===== src/hw/rtl/msce_pkg.sv =====
// Shared types and constants for the single-cycle MIPS32 subset executor.
// No dependencies; every other file in hw/rtl imports this package.
package msce_pkg;

	localparam int XLEN           = 32;
	localparam int NUM_REGS       = 32;
	localparam int REG_IDX_W      = 5;
	localparam int DATA_WORDS_DEF = 65536;
	localparam int INSTR_BYTES    = 4;
	localparam int IMM_W          = 16;
	localparam int WORD_SHIFT     = 2;
	localparam logic [REG_IDX_W-1:0] LINK_REG = 5'd31;

	typedef enum logic [1:0] {
		OP_EXEC   = 2'd0,
		OP_WR_REG = 2'd1,
		OP_WR_MEM = 2'd2,
		OP_SET_PC = 2'd3
	} op_code_t;

	typedef enum logic [1:0] {
		ST_OK      = 2'd0,
		ST_SYSCALL = 2'd1,
		ST_BAD_OPC = 2'd2,
		ST_BAD_FN  = 2'd3
	} status_t;

	// major opcodes
	localparam logic [5:0] OPC_SPECIAL = 6'h00;
	localparam logic [5:0] OPC_J       = 6'h02;
	localparam logic [5:0] OPC_JAL     = 6'h03;
	localparam logic [5:0] OPC_BEQ     = 6'h04;
	localparam logic [5:0] OPC_BNE     = 6'h05;
	localparam logic [5:0] OPC_ADDI    = 6'h08;
	localparam logic [5:0] OPC_ADDIU   = 6'h09;
	localparam logic [5:0] OPC_SLTI    = 6'h0A;
	localparam logic [5:0] OPC_ANDI    = 6'h0C;
	localparam logic [5:0] OPC_ORI     = 6'h0D;
	localparam logic [5:0] OPC_LUI     = 6'h0F;
	localparam logic [5:0] OPC_LW      = 6'h23;
	localparam logic [5:0] OPC_SW      = 6'h2B;

	// function codes of the special opcode
	localparam logic [5:0] FN_SLL     = 6'h00;
	localparam logic [5:0] FN_SRL     = 6'h02;
	localparam logic [5:0] FN_JR      = 6'h08;
	localparam logic [5:0] FN_SYSCALL = 6'h0C;
	localparam logic [5:0] FN_ADD     = 6'h20;
	localparam logic [5:0] FN_ADDU    = 6'h21;
	localparam logic [5:0] FN_SUB     = 6'h22;
	localparam logic [5:0] FN_SUBU    = 6'h23;
	localparam logic [5:0] FN_AND     = 6'h24;
	localparam logic [5:0] FN_OR      = 6'h25;
	localparam logic [5:0] FN_NOR     = 6'h27;
	localparam logic [5:0] FN_SLT     = 6'h2A;

	typedef struct packed {
		op_code_t             operation;
		logic [XLEN-1:0]      instruction;
		logic [REG_IDX_W-1:0] reg_index;
		logic [XLEN-1:0]      mem_address;
		logic [XLEN-1:0]      load_value;
	} cmd_t;

	typedef struct packed {
		status_t              status;
		logic [XLEN-1:0]      pc_after;
		logic                 dest_valid;
		logic [REG_IDX_W-1:0] dest_reg;
		logic [XLEN-1:0]      dest_value;
	} res_t;

	// outcome of one item, from the execute logic to the stage registers
	typedef struct packed {
		status_t              status;
		logic [XLEN-1:0]      pc_next;
		logic                 wr;
		logic [REG_IDX_W-1:0] wreg;
		logic [XLEN-1:0]      wval;
		logic                 is_load;
		logic                 mem_we;
		logic [XLEN-1:0]      mem_addr;
		logic [XLEN-1:0]      mem_wdata;
	} exec_t;

endpackage


===== src/hw/rtl/msce_regfile.sv =====
// 32 x 32 register file, one write port, two registered read ports.
// Entries read as zero until written; reads see a write of the same cycle.
// Depends on msce_pkg.
module msce_regfile import msce_pkg::*; (
	input  logic                 clk,
	input  logic                 arst_n,
	input  logic                 rd_en,
	input  logic [REG_IDX_W-1:0] rd_addr_a,
	input  logic [REG_IDX_W-1:0] rd_addr_b,
	input  logic                 wr_en,
	input  logic [REG_IDX_W-1:0] wr_addr,
	input  logic [XLEN-1:0]      wr_data,
	output logic [XLEN-1:0]      rd_data_a,
	output logic [XLEN-1:0]      rd_data_b
);

	logic [XLEN-1:0]      regs [NUM_REGS];
	logic [NUM_REGS-1:0]  valid_q;
	logic [REG_IDX_W-1:0] addr_a_q;
	logic [REG_IDX_W-1:0] addr_b_q;

	always_ff @(posedge clk or negedge arst_n) begin
		if (!arst_n) begin
			valid_q <= '0;
		end else if (wr_en) begin
			valid_q[wr_addr] <= 1'b1;
		end
	end

	always_ff @(posedge clk) begin
		if (wr_en) begin
			regs[wr_addr] <= wr_data;
		end
	end

	// capture on read; while the reader holds, track later writes to its registers
	always_ff @(posedge clk) begin
		if (rd_en) begin
			addr_a_q  <= rd_addr_a;
			addr_b_q  <= rd_addr_b;
			rd_data_a <= (wr_en && wr_addr == rd_addr_a) ? wr_data :
				(valid_q[rd_addr_a] ? regs[rd_addr_a] : '0);
			rd_data_b <= (wr_en && wr_addr == rd_addr_b) ? wr_data :
				(valid_q[rd_addr_b] ? regs[rd_addr_b] : '0);
		end else begin
			if (wr_en && wr_addr == addr_a_q) begin
				rd_data_a <= wr_data;
			end
			if (wr_en && wr_addr == addr_b_q) begin
				rd_data_b <= wr_data;
			end
		end
	end

endmodule


===== config.mk =====
export PLATFORM = sky130hd
export DESIGN_NAME = msce_regfile
export DESIGN_NICKNAME = d
export VERILOG_FILES = /design/src/hw/rtl/msce_pkg.sv /design/src/hw/rtl/msce_regfile.sv
export SDC_FILE = /design/constraint.sdc
export NUM_CORES = 1
export LEC_CHECK = 0
export ABC_CLOCK_PERIOD_IN_PS = 3400
export BUFFER_PORTS_ARGS = -buffer_cell sky130_fd_sc_hd__buf_2
export CORE_ASPECT_RATIO = 1.2
export CORE_MARGIN = 4
export CORE_UTILIZATION = 41
export DETAILED_ROUTE_END_ITERATION = 16
export PLACE_DENSITY = 0.59
export SLEW_MARGIN = 0
export SYNTH_ARGS = -nofsm -noshare
export SYNTH_HDL_FRONTEND = slang
export SYNTH_SLANG_ARGS = --single-unit

===== constraint.sdc =====
create_clock -name clk -period 3.4 [get_ports clk]
set_input_delay 0.34 -clock clk [delete_from_list [all_inputs] [get_ports clk]]
set_output_delay 0.34 -clock clk [all_outputs]
set_load 0.1 [all_outputs]

* Yosys cells after proc, flatten, opt, wreduce, memory -nomap -nowiden *
Memories as Yosys holds them, arrays and structs flattened.
Index checks and enable logic that the tools add are counted.

word-level totals
  register bits after elaboration = 106
  RAM bits = 1,024
  input port bits = 51
  memories = 1

memory list
  memory  words  width  rd ports  clocked after Yosys merged registers in  wr ports  line                text
  regs    32     32     2         0                                        1         msce_regfile.sv:17  logic [XLEN-1:0] regs [NUM_REGS];

cells by class
  $lt $le $gt $ge = 4
  eq/ne operators = 4
  multiplexer cells = 16
  bitwise gates (word level) = 1
  reduce and logical (&&, ||, !) cells = 7

operators by type and width
  cell                                                         number
  two-way mux 32 bit                                           8
  bitwise OR 32 bit                                            1
  equality test 5 bit                                          4
  less-than comparator 5 x 6 -> 1 bit (second input constant)  3
  binary-select mux 1 bit (select 5 bit)                       2
  demux 1 bit (select 5 bit)                                   1
  >= comparator 5 x 1 -> 1 bit (second input constant)         1
  logical AND 1 bit                                            5
  two-way mux 1 bit                                            5
  nonzero test 2 bit                                           2

* Depth between registers and ports, before layout *
Gate-level depths: netlist (run 1).

  depth after elaboration = 5
  depth in mapped cells = 11
  gate-level depth less buffers = 5

* Worst setup path after synthesis (run 1) *
OpenSTA, ideal clock, no wires.

  path type = input to register
  start = input wr_addr[1]
  end = register rd_data_a[0] (enable)
  arrival time = 3.163 ns
  path slack = -0.229 ns
  stages = 4
  buffers on the path = 1
  cell sequence = clkbuf_1 -> xnor2_1 -> nand4_1 -> o21ai_0

between the ends
  cells in the longest elaborated chain, start to end = 3

RTL lines
  item                          line                text
  start: declaration            msce_regfile.sv:11  input logic [REG_IDX_W-1:0] wr_addr,
  equality test 5 bit           msce_regfile.sv:46  if (wr_en && wr_addr == addr_a_q) begin
  logical AND 1 bit             msce_regfile.sv:46
  nonzero test 2 bit (no line)  --
  end signal: assignment        msce_regfile.sv:41  rd_data_a <= (wr_en && wr_addr == rd_addr_a) ? wr_data :
  end signal: assignment        msce_regfile.sv:47  rd_data_a <= wr_data;
  end: declaration              msce_regfile.sv:13  output logic [XLEN-1:0] rd_data_a,

Every way passes these cells.
A chain may end at the register's enable or synchronous reset.

* Final worst setup path (run 1) *
  start = input rd_addr_a[0]
  end = register rd_data_a[31] (data pin)

between the ends
  cells in the longest elaborated chain, start to end = 5
  elaborated cells between the ends (all ways) = 8
  those cells by class = eq/ne (1); mux (5); reduce/logical (1); memory (1)

RTL lines
  item                                     line                text
  start: declaration                       msce_regfile.sv:8   input logic [REG_IDX_W-1:0] rd_addr_a,
  binary-select mux 1 bit (select 5 bit)   msce_regfile.sv:42  (valid_q[rd_addr_a] ? regs[rd_addr_a] : '0);
  two-way mux 1 bit (not written as such)  msce_regfile.sv:42
  two-way mux 32 bit                       msce_regfile.sv:42
  two-way mux 32 bit *                     msce_regfile.sv:41
  two-way mux 32 bit *                     msce_regfile.sv:38  if (rd_en) begin

Mark *: on every way between the ends. The rest lies on a longest branch, timed or not. The select of a mux whose other input is x is not followed.

==> summary.md, run 1 <==
| Metric | Value |
|---|---|
| Global-route wire length before repair | `244 mm` |
| Setup TNS | `0 ns` |
| WL/cell | `37.7 um` |
| Post-CTS setup buffers | `0` |
| Worst path depth | `8` |
| Share of the clock period used by the worst path after layout | `81.2%` |
| GRT Total Usage | `26.0%` |
| Die height | `398 um` |
| Distinct cells, synth | `54` |
| Hold Vio Cnt, Final | `0` |
| Clk slew on worst S/H paths | `0.06 ns` |
| Buf/Inv on CP | `3` |
| Register area | `0.0338 mm^2` |
| Gr ovfl total | `0` |
| Clock skew | `0.0295 ns` |
| Largest net degree at the start of global routing | `89` |
| Hold-fix buffers, CTS | `3` |
| Status | `finished clean` |
| MaxCap Viol Count | `0` |
| Most frequent cells in the layout | `1,098 x edfxtp_1, 436 x mux4_2, 152 x mux2i_1` |
| Die ar. | `0.132 mm^2` |
| CP Cell Sequence | `dlygate4sd3_1 > buf_8 > buf_12 > mux2i_1 > a221oi_1 > a32oi_1 > o32ai_1 > a22o_1` |
| Commonest non-fill, non-tap cell in the layout | `edfxtp_1` |
| Area of the core | `0.125 mm^2` |
| Internal Pwr Total | `24.1 mW` |
| Vias in the first global route | `31,900` |
| Hold Path Class | `in -> reg` |
| 1st-iter DRT viols | `4,374` |
| Vias per inst | `6.76` |
| Remaining DRCs | `0` |
| Yosys reg bits | `1,130` |
| Mapped Area | `0.0519 mm^2` |
| Clk sinks | `1,130` |
| WHS Path Cells | `1` |
| Power Dens Cells | `539 mW/mm^2` |
| Max-slew violations | `0` |
| Peak supply drop | `0.000397 V` |
| Initial Util | `41.4%` |
| Clock root buffer | `clkbuf_16` |
| Setup Viol. Count Final | `0` |
| R2R cell count | `6` |
| Synth warn | `0` |
| Tot Pwr | `31.9 mW` |
| Syn Area/Cell | `19.2 um^2` |
| Fmax | `362 MHz` |
| WP data required | `3.99 ns` |
| CTS buffer count | `118` |
| Row count | `142` |
| Drt first pass iters | `6` |
| Part of the power in combinational logic | `10.6%` |
| Post-layout minimum cycle time | `2.76 ns` |
| Die X | `333 um` |
| Leak | `19.1 nW` |
| Sw Pwr | `7.82 mW` |
| Post-synthesis sequential area ratio | `65.1%` |
| Area of the multi-input gates | `0.0173 mm^2` |
| CTS tree | `done` |
| Unrepaired setup endpoints after global routing | `no` |
| Worst Path Arrival | `3.35 ns` |
| Cells after Synth | `2,695` |
| Flop pwr share | `49.8%` |
| Port Buffers | `114` |
| Crit-path leading delay family | `compound AO/OA/AOI/OAI gates` |
| Post-synth ARST share | `2.83%` |
| Area delta synth->final | `14.1%` |
| CP max stage delay | `0.73 ns` |
| Max-slew headroom | `41.9%` |
| Sw Share | `24.5%` |
| Clock latency at the later pin of the worst-skew pair | `0.73 ns` |
| Layout cells sized above 1 | `34.1%` |
| Worst Setup End Kind | `flip-flop` |
| CTS HTree Levels | `3` |
| Min Hold Slack | `0.0462 ns` |
| Largest fanout on the critical path | `45` |
| Number of gates resized after CTS | `0` |
| Ports | `115` |
| Placer Congestion | `0.813` |
| Initial antenna violation count | `20` |
| Fill cells | `10,400` |
| Worst Setup Path Type | `in -> reg` |
| DP HPWL | `98.5 mm` |
| Clk buf depth | `3` |
| Crit-path slowest cell | `o32ai_1` |
| Antenna Nets Post-Route | `0` |
| Most used DFF post-synth | `edfxtp_1` |
| Via count | `31,200` |
| NumNets Final | `2,911` |
| Critical Path Start Type | `input port` |
| Worst Max-Slew Pin Slew | `0.872 ns` |
| Clock share of power | `39.6%` |
| Routed WL | `174 mm` |
| Post-synth EDFFs | `1,098` |
| Mapped Nets | `2,746` |
worst reg2reg max path, cell delays in order (launching register included):
cell and delay [ns]:
dfrtp_1 0.41, mux4_1 0.51, nor2b_1 0.16, a2111oi_2 0.46, nor4_4 0.13, buf_4 0.30, a32o_1 0.31
worst paths after layout:
kind,startpoint,slack [ns],endpoint
setup / recovery,rd_addr_a[0],0.64,rd_data_a[31]
min in group asynchronous,arst_n,0.24,valid_q[29]
setup reg to reg,valid_q[1],0.87,rd_data_a[17]
hold / removal,rd_addr_a[1],0.05,addr_a_q[1]
max in group asynchronous,arst_n,2.65,valid_q[9]
hold reg to reg,valid_q[3],0.50,valid_q[3]
state kept, by name, summed over array words and instances, names as in the netlist:
name and flops:
regs 1024, rd_data_a 32, rd_data_b 32, valid_q 32
addr_a_q 5, addr_b_q 5
synthesized netlist by cell type, types with 3 or more instances:
library cell / count / area share, %
nand3b_1: 8 / 0.12
xnor2_1: 20 / 0.34
mux2i_1: 152 / 2.9
a222oi_1: 19 / 0.37
a22o_1: 17 / 0.29
a32o_1: 42 / 0.81
buf_1: 14 / 0.10
nand2b_1: 9 / 0.11
a221oi_1: 46 / 0.78
nand2_1: 92 / 0.67
o2111ai_1: 17 / 0.29
or3b_2: 4 / 0.068
nor3_1: 3 / 0.029
edfxtp_1: 1098 / 64
nor2_1: 62 / 0.45
mux2_2: 56 / 1.2
nor2b_1: 13 / 0.16
a221o_1: 4 / 0.077
nand4_1: 6 / 0.072
o2bb2ai_1: 4 / 0.068
buf_4: 21 / 0.30
and2_1: 4 / 0.048
a21oi_1: 66 / 0.64
o21ai_0: 25 / 0.24
buf_6: 11 / 0.24
a22oi_1: 72 / 1.0
clkbuf_1: 92 / 0.67
dfrtp_1: 32 / 1.5
o221ai_1: 7 / 0.12
nand3_1: 59 / 0.57
a32oi_1: 4 / 0.068
mux4_2: 436 / 19
buf_12: 5 / 0.19
or2_2: 33 / 0.40
buf_2: 73 / 0.70
o22ai_1: 20 / 0.24
mux4_1: 22 / 1.1
stage by stage:
stage	cell area, um^2	setup slack [ns]	cells	utilization, %
6_report	59200	0.639	4621	47.3
5_1_grt	59200	0.584	4617	47.2
4_1_cts	59200	0.708	4610	47.2
3_5_place_dp	55400	0.416	4393	44.2
3_3_place_gp	55400	0.424	4393	44.2
2_1_floorplan	51900	0.397	2695	-
logic make-up (layout without fill, tap and decap cells):
kind of cell	Yosys count	after routing	synth area share [%]
flops	1130	1130	65.1
mux	668	668	24.3
compound gates	355	355	5.21
simple gates	302	302	2.81
buf+inv	220	479	2.25
xor+xnor	20	20	0.338
other cells	0	11	0
power groups by stage:
stage | Combinational [mW] | Sequential [mW] | Clock [mW]
floorplan | 1.73 | 16.5 | 0
global placement | 3.31 | 16.1 | 0
detailed placement | 3.36 | 16.2 | 0
CTS | 3.36 | 15.9 | 12.8
global route | 3.52 | 15.9 | 13.5
finish | 3.38 | 15.9 | 12.6
metal layers:
| metal | up-vias | wire [um] | part of all wire, % | GRT usage, % |
|---|---|---|---|---|
| met4 | 4 | 6870 | 3.9 | 10.9 |
| met3 | 364 | 17300 | 9.9 | 5.81 |
| met1 | 16900 | 66700 | 38 | 35.1 |
| met5 | - | 30 | 0.017 | 0 |
| li1 | 12000 | - | - | - |
| met2 | 2020 | 83300 | 48 | 41.2 |
area by class of cell:
type                            count  share of cell area, %
Inverter                            3                 0.0190
Antenna cell                       11                 0.0465
Clock buffer                      154                   5.39
Multi-Input combinational cell   1345                   29.2
Clock inverter                     60                  0.911
Tap cell                         1656                   3.50
Timing Repair Buffer              262                   3.89
Sequential cell                  1130                   57.1
No activity file was read; power rests on OpenSTA's default activity.
==> run 2: changes to the inputs <==
--- a/config.mk
+++ b/config.mk
@@ -5,7 +5,7 @@
 export SDC_FILE = /design/constraint.sdc
 export NUM_CORES = 1
 export LEC_CHECK = 0
-export ABC_CLOCK_PERIOD_IN_PS = 3400
+export ABC_CLOCK_PERIOD_IN_PS = 2370
 export BUFFER_PORTS_ARGS = -buffer_cell sky130_fd_sc_hd__buf_2
 export CORE_ASPECT_RATIO = 1.2
 export CORE_MARGIN = 4
==> constraint.sdc (replaced) <==
create_clock -name clk -period 2.37 [get_ports clk]
set_input_delay 0.237 -clock clk [delete_from_list [all_inputs] [get_ports clk]]
set_output_delay 0.237 -clock clk [all_outputs]
set_load 0.1 [all_outputs]
==> summary.md, run 2 (synthesized netlist as in run 1, its figures left out) <==
| Metric | Value |
|---|---|
| Die height | `398 um (unchanged)` |
| Worst Path Arrival | `2.87 ns (was 3.35 ns)` |
| GRT Total Usage | `26.9% (was 26.0%)` |
| Critical Path Start Type | `flip-flop (was input port)` |
| CTS buffer count | `117 (was 118)` |
| Drt first pass iters | `6 (unchanged)` |
| Fmax | `417 MHz` |
| Die ar. | `0.132 mm^2 (unchanged)` |
| Clock root buffer | `clkbuf_16 (unchanged)` |
| Hold Vio Cnt, Final | `0 (unchanged)` |
| Worst Setup Path Type | `reg -> reg (was in -> reg)` |
| Buf/Inv on CP | `1 (was 3)` |
| Final setup margin | `-0.0259 ns (was 0.639 ns)` |
| Via count | `32,600 (was 31,200)` |
| Max-slew headroom | `6.89% (was 41.9%)` |
| Peak supply drop | `0.000673 V (was 0.000397 V)` |
| Area delta synth->final | `19.5% (was 14.1%)` |
| Largest net degree at the start of global routing | `57 (was 89)` |
| CTS tree | `done (unchanged)` |
| Clk sinks | `1,130 (unchanged)` |
| Status | `finished with violations (was finished clean)` |
| CTS HTree Levels | `3 (unchanged)` |
| MaxCap Viol Count | `0 (unchanged)` |
| Hold Path Class | `in -> reg (unchanged)` |
| Clock latency at the later pin of the worst-skew pair | `0.74 ns (was 0.73 ns)` |
| Unrepaired setup endpoints after global routing | `yes (was no)` |
| Most flops, register | `regs (unchanged)` |
| Antenna Nets Post-Route | `0 (unchanged)` |
| Dpl ws | `-0.238 ns (was 0.416 ns)` |
| Clock skew | `0.0293 ns (was 0.0295 ns)` |
| Power Dens Cells | `759 mW/mm^2 (was 539 mW/mm^2)` |
| Remaining DRCs | `0 (unchanged)` |
| Max reg flops | `1,024 (unchanged)` |
| Row count | `142 (unchanged)` |
| Commonest non-fill, non-tap cell in the layout | `edfxtp_1 (unchanged)` |
| NumNets Final | `3,114 (was 2,911)` |
| Post-layout minimum cycle time | `2.40 ns` |
| Layout cells sized above 1 | `38.0% (was 34.1%)` |
| Setup Viol. Count Final | `5 (was 0)` |
| Crit-path leading delay family | `compound AO/OA/AOI/OAI gates (unchanged)` |
| Crit-path slowest cell | `mux4_2 (was o32ai_1)` |
| Port Buffers | `114 (unchanged)` |
| Global-route wire length before repair | `252 mm (was 244 mm)` |
| Placer Congestion | `0.854 (was 0.813)` |
| Leak | `20.5 nW (was 19.1 nW)` |
| Clk slew on worst S/H paths | `0.06 ns (about the same)` |
| CP max stage delay | `0.49 ns (was 0.73 ns)` |
| 1st-iter DRT viols | `4,522 (was 4,374)` |
| Vias per inst | `6.76 (about the same)` |
| Share of the clock period used by the worst path after layout | `101%` |
| Worst Max-Slew Pin Slew | `1.40 ns (was 0.872 ns)` |
| Die X | `333 um (unchanged)` |
| Largest fanout on the critical path | `5 (was 45)` |
| Routed WL | `181 mm (was 174 mm)` |
| Vias in the first global route | `32,600 (was 31,900)` |
| Final Util | `49.5% (was 47.3%)` |
| Violated checks | `negative setup slack` |
| Worst Setup End Kind | `flip-flop (unchanged)` |
| Gr ovfl total | `0 (unchanged)` |
| Most frequent cells in the layout | `1,098 x edfxtp_1, 439 x mux4_2, 199 x buf_4 (was 1,098 x edfxtp_1, 436 x mux4_2, 152 x mux2i_1)` |
| Ports | `115 (unchanged)` |
| Clk buf depth | `3 (unchanged)` |
| Initial Util | `41.4% (unchanged)` |
| Initial antenna violation count | `15 (was 20)` |
| DP HPWL | `110 mm (was 98.5 mm)` |
| Fill cells | `10,200 (was 10,400)` |
| WL/cell | `37.5 um (was 37.7 um)` |
| WP data required | `2.84 ns (was 3.99 ns)` |
| CP Cell Sequence | `mux4_2 > a22o_1 > a41o_1 > o21a_4 > buf_12 > a32o_2 (was dlygate4sd3_1 > buf_8 > buf_12 > mux2i_1 > a221oi_1 > a32oi_1 > o32ai_1 > a22o_1)` |
| Area of the core | `0.125 mm^2 (unchanged)` |
| Max-slew violations | `0 (unchanged)` |
## run 2: cell types whose count changed in the layout (fill, tap and decap cells not counted), moves of 3 or more
cell	delta
clkinv_1	+7
diode_2	-8
clkbuf_8	-3
buf_12	+75
mux4_1	-3
clkbuf_1	-11
bufinv_16	+7
a32o_1	-5
a32o_2	+5
buf_4	+97
mux4_2	+3
dlygate4sd3_1	+29
## run 2: final timing paths
| path | startpoint | endpoint | slack (ns) | cells past startpoint |
|---|---|---|---|---|
| worst min register to register | valid_q[23] | valid_q[23] | 0.50 | 1 |
| worst max-delay path | valid_q[15] | rd_data_b[10] | -0.03 | 6 |
| max in group asynchronous | arst_n | valid_q[9] | 1.77 | 2 |
| worst min-delay path | wr_data[10] | regs[8][10] | 0.04 | 1 |
| min in group asynchronous | arst_n | valid_q[14] | 0.11 | 2 |
| worst max register to register | valid_q[15] | rd_data_b[10] | -0.03 | 6 |
## run 2: what timing repair did
item / in CTS / in global routing
pin swaps: 1 / 2
resized for setup: 6 / 9
endpoints found under the setup margin: 8 / 12
hold endpoints to repair: 648 / 0
setup buffers: 1 / 1
hold buffers: 32 / 0
gates cloned: 1 / 2
## run 2: area by class of cell
class,count,area (um^2),share of cell area (%)
inverters,3,11.3,0.0182
well taps,1656,2070,3.34
clock inverters,80,860,1.39
repair buffers,466,4910,7.91
flip-flops and latches,1130,33800,54.5
clock buffers,138,3060,4.93
diodes,3,7.51,0.0121
multi-input cells,1345,17300,27.9
## run 2: per-layer routing
layer	vias to the layer above	global-route usage, %	wire length (um)	part of all wire, %
li1	12400	-	-	-
met2	2203	43.3	86200	48
met4	8	10.6	7780	4.3
met5	-	0	55	0.030
met3	425	4.97	18500	10
met1	17500	36.7	68400	38
## run 2: worst register-to-register path, delay by kind of cell (launching register included)
| family | cells | cell delay (ns) |
|---|---|---|
| DFF | 1 | 0.40 |
| muxes | 1 | 0.49 |
| AOI/OAI and AO/OA | 4 | 1.05 |
| buffers and inverters | 1 | 0.18 |
## run 2: per-stage QoR
| stage | hold slack [ns] | TNS [ns] | instances | power [mW] | instance area (um^2) |
|---|---|---|---|---|---|
| 3_5_place_dp | 0.337 | -6.01 | 4563 | 28.4 | 57600 |
| 3_3_place_gp | 0.320 | -5.68 | 4563 | 28.4 | 57600 |
| 4_1_cts | 0.00152 | 0 | 4815 | 47.2 | 61900 |
| 2_1_floorplan | -0.0586 | -258.11 | 2695 | 26.2 | 51900 |
| 6_report | 0.0440 | -0.0765 | 4821 | 47.1 | 62000 |
| 5_1_grt | 0.0537 | -0.229 | 4818 | 48.5 | 62000 |
## run 2: power breakdown
group | total [mW] | internal, mW | switching (mW) | leakage [nW]
Clock | 18.8 | 10.9 | 7.90 | 1.92
Combinational | 5.47 | 2.17 | 3.30 | 8.21
Sequential | 22.8 | 22.4 | 0.345 | 10.3
